--- src/rtl/tgp_ram.sv ---
module tgp_ram #(
    parameter int unsigned DEPTH = 1024,
    parameter int unsigned WIDTH = 2
) (
    input  logic                     clk,
    input  logic                     we,
    input  logic [$clog2(DEPTH)-1:0] waddr,
    input  logic [WIDTH-1:0]         wdata,
    input  logic                     re,
    input  logic [$clog2(DEPTH)-1:0] raddr,
    output logic [WIDTH-1:0]         rdata
);

    logic [WIDTH-1:0] mem [DEPTH];
    logic [WIDTH-1:0] rdata_reg;

    // write port
    always_ff @(posedge clk)
    begin
        if (we)
            mem[waddr] <= wdata;
    end

    // registered read port, holds its data between reads
    always_ff @(posedge clk)
    begin
        if (re)
            rdata_reg <= mem[raddr];
    end

    assign rdata = rdata_reg;

endmodule

--- config.mk ---
export PLATFORM = sky130hd
export DESIGN_NAME = tgp_ram
export DESIGN_NICKNAME = d
export VERILOG_FILES = /design/src/rtl/tgp_ram.sv
export SDC_FILE = /design/constraint.sdc
export NUM_CORES = 2
export LEC_CHECK = 0
export BUFFER_PORTS_ARGS = -buffer_cell sky130_fd_sc_hd__buf_2
export CORE_ASPECT_RATIO = 1.4
export CORE_MARGIN = 2
export CORE_UTILIZATION = 60
export DETAILED_ROUTE_END_ITERATION = 6
export HOLD_SLACK_MARGIN = 0.06
export PLACE_DENSITY = 0.76
export SLEW_MARGIN = 5
export SYNTH_ARGS = -nofsm -noshare
export SYNTH_HDL_FRONTEND = slang
export SYNTH_SLANG_ARGS = --single-unit
export TNS_END_PERCENT = 1
--- constraint.sdc ---
create_clock -name clk -period 6.3 [get_ports clk]
set_input_delay 0.63 -clock clk [delete_from_list [all_inputs] [get_ports clk]]
set_output_delay 0.63 -clock clk [all_outputs]
set_load 0.02 [all_outputs]
==> load_flow_metrics.sql <==
INSERT INTO impl_metrics (metric_group, metric, value, unit) VALUES
('status', 'status', 'finished, violations left', ''),
('status', 'violated_checks', 'capacitance limit', ''),
('critical_path', 'crit_fanout', '73', ''),
('power_and_ir_drop', 'clock_power_share', '40.4', '%'),
('floorplan', 'placementRows', '162', ''),
('timing', 'fmax', '0.226', 'GHz'),
('global_route', 'global_route.peak_usage_layer', 'met2', ''),
('synthesis', 'yosysUniqueCellTypes', '65', ''),
('power_and_ir_drop', 'power_switching_share', '21.2', '%'),
('power_and_ir_drop', 'power.switching', '0.00582', 'W'),
('critical_path', 'crit_type', 'input port to register', ''),
('clocking', 'clk_pin_slew', '0.07', 'ns'),
('routing', 'residual_drc', '0', ''),
('clocking', 'tritoncts', 'done', ''),
('routing', 'wirelength', '220000', 'um'),
('placement', 'numPortBuffers', '26', ''),
('critical_path', 'worst-endpoint-required', '6.98', 'ns'),
('cells_and_area', 'design_area', '91500', 'um2'),
('timing', 'maxSlewViolCount', '0', ''),
('synthesis', 'synth_edf_count', '2050', ''),
('placement', 'dpl_cell_area', '85600', 'um2'),
('timing', 'setup_viol', '0', ''),
('placement', 'place.detailed.hpwl', '122000', 'um'),
('min_path', 'worstHoldPathCells', '1', ''),
('global_route', 'first_global_vias', '47200', ''),
('critical_path', 'rr_worst_depth', '8', ''),
('cells_and_area', 'final_cell_mix', 'edfxtp_1, nor2_1, mux4_2', ''),
('routing', 'drtPass1Iterations', '5', ''),
('cells_and_area', 'drive_above_1_share', '19.0', '%'),
('power_and_ir_drop', 'share_seq_of_total_power', '54.6', '%'),
('placement', 'gp_congestion', '0.844', ''),
('floorplan', 'die_x', '320', 'um'),
('critical_path', 'crit_arrival', '5.10', 'ns'),
('timing', 'max-slew-margin-rel', '0.0467', '%'),
('synthesis', 'yosysWarnings', '0', ''),
('floorplan', 'initial_utilization', '60.3', '%'),
('timing', 'setup_repair_after_global_routing_missed_its_margin', 'no', ''),
('power_and_ir_drop', 'power_leakage', '27.7', 'nW'),
('routing', 'first_iter_violations', '7054', ''),
('synthesis', 'yosys_register_bits', '2050', ''),
('floorplan', 'pin_count', '27', ''),
('min_path', 'hold_class', 'input port to register', ''),
('clocking', 'post_cts.repair.setup_buffers', '0', ''),
('routing', 'final_antenna_net_count', '0', ''),
('cells_and_area', 'final_nets', '4756', ''),
('global_route', 'globalRouteMet3Util', '5.62', '%'),
('synthesis', 'synthesis.instances', '4793', ''),
('critical_path', 'cp-end-kind', 'register', ''),
('floorplan', 'placeableCoreArea', '139000', 'um2'),
('cells_and_area', 'mostFrequentLayoutCell', 'edfxtp_1', ''),
('floorplan', 'die_area', '143000', 'um2'),
('routing', 'wire_length_per_cell', '32.8', 'um'),
('timing', 'tns', '0', 'ns'),
('power_and_ir_drop', 'power.density_cell_area', '301', 'nW/um2'),
('synthesis', 'postSynthNetCount', '4818', ''),
('global_route', 'grt_first_pass_wirelength', '314000', 'um'),
('timing', 'crit_path_time_final', '4.42', 'ns'),
('clocking', 'postCtsResizedCells', '0', ''),
('clocking', 'postCtsHoldBufs', '0', ''),
('global_route', 'grt.total_usage', '31.0', '%'),
('timing', 'timing.final.crit_share', '70.1', '%'),
('clocking', 'clock_latency_on_the_worst_skew_pair', '0.83', 'ns'),
('global_route', 'grt_max_degree', '265', ''),
('routing', 'post_drt_via_cell_ratio', '6.88', ''),
('run', 'max-cap-violations', '1', ''),
('clocking', 'htree_num_levels', '4', ''),
('global_route', 'grt_use_met1', '38.0', '%'),
('clocking', 'cts.root.buffer_cell', 'clkbuf_16', ''),
('synthesis', 'netlist_area', '83800', 'um2'),
('cells_and_area', 'flip_flop_count_of_the_largest_register_all_copies_and_words_added', '2048', ''),
('global_route', 'globalRoute.totalOverflow', '0', '');
[layer usage]
| metal | vias to the layer above | part of all wire [%] |
|---|---|---|
| li1 | 18700 | - |
| met2 | 3044 | 50 |
| met4 | 4 | 7.1 |
| met1 | 23600 | 32 |
| met3 | 685 | 11 |
| met5 | - | 0.012 |
[final cells by class]
class                           instances  area (um2)  share of cell area (%)
Inverter                                6        25.0                  0.0273
Clock inverter                        115        1170                    1.28
Clock buffer                          213        4760                    5.20
Timing Repair Buffer                  152        1360                    1.48
Tap cell                             1804        2260                    2.47
Multi-Input combinational cell       2341       20400                    22.2
Antenna cell                           15        37.5                  0.0410
Sequential cell                      2050       61600                    67.3
[worst max-delay path, stage by stage]
cell	delay, ns
buf_8	0.34
buf_12	0.35
buf_12	0.23
buf_12	0.39
buf_4	0.36
mux2i_1	0.14
o221ai_1	0.28
o22ai_1	0.13
o21ai_0	0.21
nand4_1	0.33
nor3_1	0.99
o311ai_0	0.43
nand4_1	0.20
[per-stage QoR]
step / util, % / total power (W) / instances / hold WS, ns / setup WS [ns]
final: 65.9 / 0.0275 / 6696 / 0.146 / 1.88
after global routing: 65.9 / 0.0281 / 6686 / 0.119 / 1.70
after CTS: 65.9 / 0.0276 / 6681 / 0.0936 / 1.91
after detailed placement: 61.6 / 0.0167 / 6353 / 0.964 / 1.11
after global placement: 61.6 / 0.0166 / 6353 / 0.968 / 1.15
after floorplan: - / 0.0161 / 4793 / 0.729 / 3.17
[cell families after synthesis]
group	after synthesis	share of synthesized area, %
mux	664	14.7
flops	2050	73.5
simple gates	1324	6.40
compound gates	353	2.98
buf+inv	402	2.49
[worst paths after layout]
check / to / slack [ns] / from
max: rdata[0]$_DFFE_PP_ / 1.88 / raddr[0]
min: rdata[1]$_DFFE_PP_ / 0.15 / re
max reg2reg: rdata[1]$_DFFE_PP_ / 2.94 / mem[47][1]$_DFFE_PP_
min reg2reg: rdata[0]$_DFFE_PP_ / 1.22 / mem[310][0]$_DFFE_PP_
[power groups by stage]
| stage | clock network [W] | logic (W) | registers [W] |
|---|---|---|---|
| 6_report | 0.0111 | 0.00137 | 0.0150 |
| 5_1_grt | 0.0117 | 0.00143 | 0.0150 |
| 4_1_cts | 0.0112 | 0.00136 | 0.0150 |
| 3_5_place_dp | 0 | 0.00135 | 0.0153 |
| 3_3_place_gp | 0 | 0.00134 | 0.0153 |
| 2_1_floorplan | 0 | 0.000783 | 0.0153 |
[Yosys cell counts (45+ instances only)]
library cell | number | area share (%)
edfxtp_1 | 2050 | 73
nor2_1 | 1054 | 4.7
mux4_2 | 449 | 12
clkbuf_1 | 239 | 1.1
mux2i_1 | 205 | 2.4
nand2_1 | 96 | 0.43
o221ai_1 | 82 | 0.86
a21oi_1 | 70 | 0.42
buf_1 | 54 | 0.24
a22oi_1 | 45 | 0.40
nor3_1 | 45 | 0.27
o22ai_1 | 45 | 0.34
No activity file was read; power rests on OpenSTA's default activity.
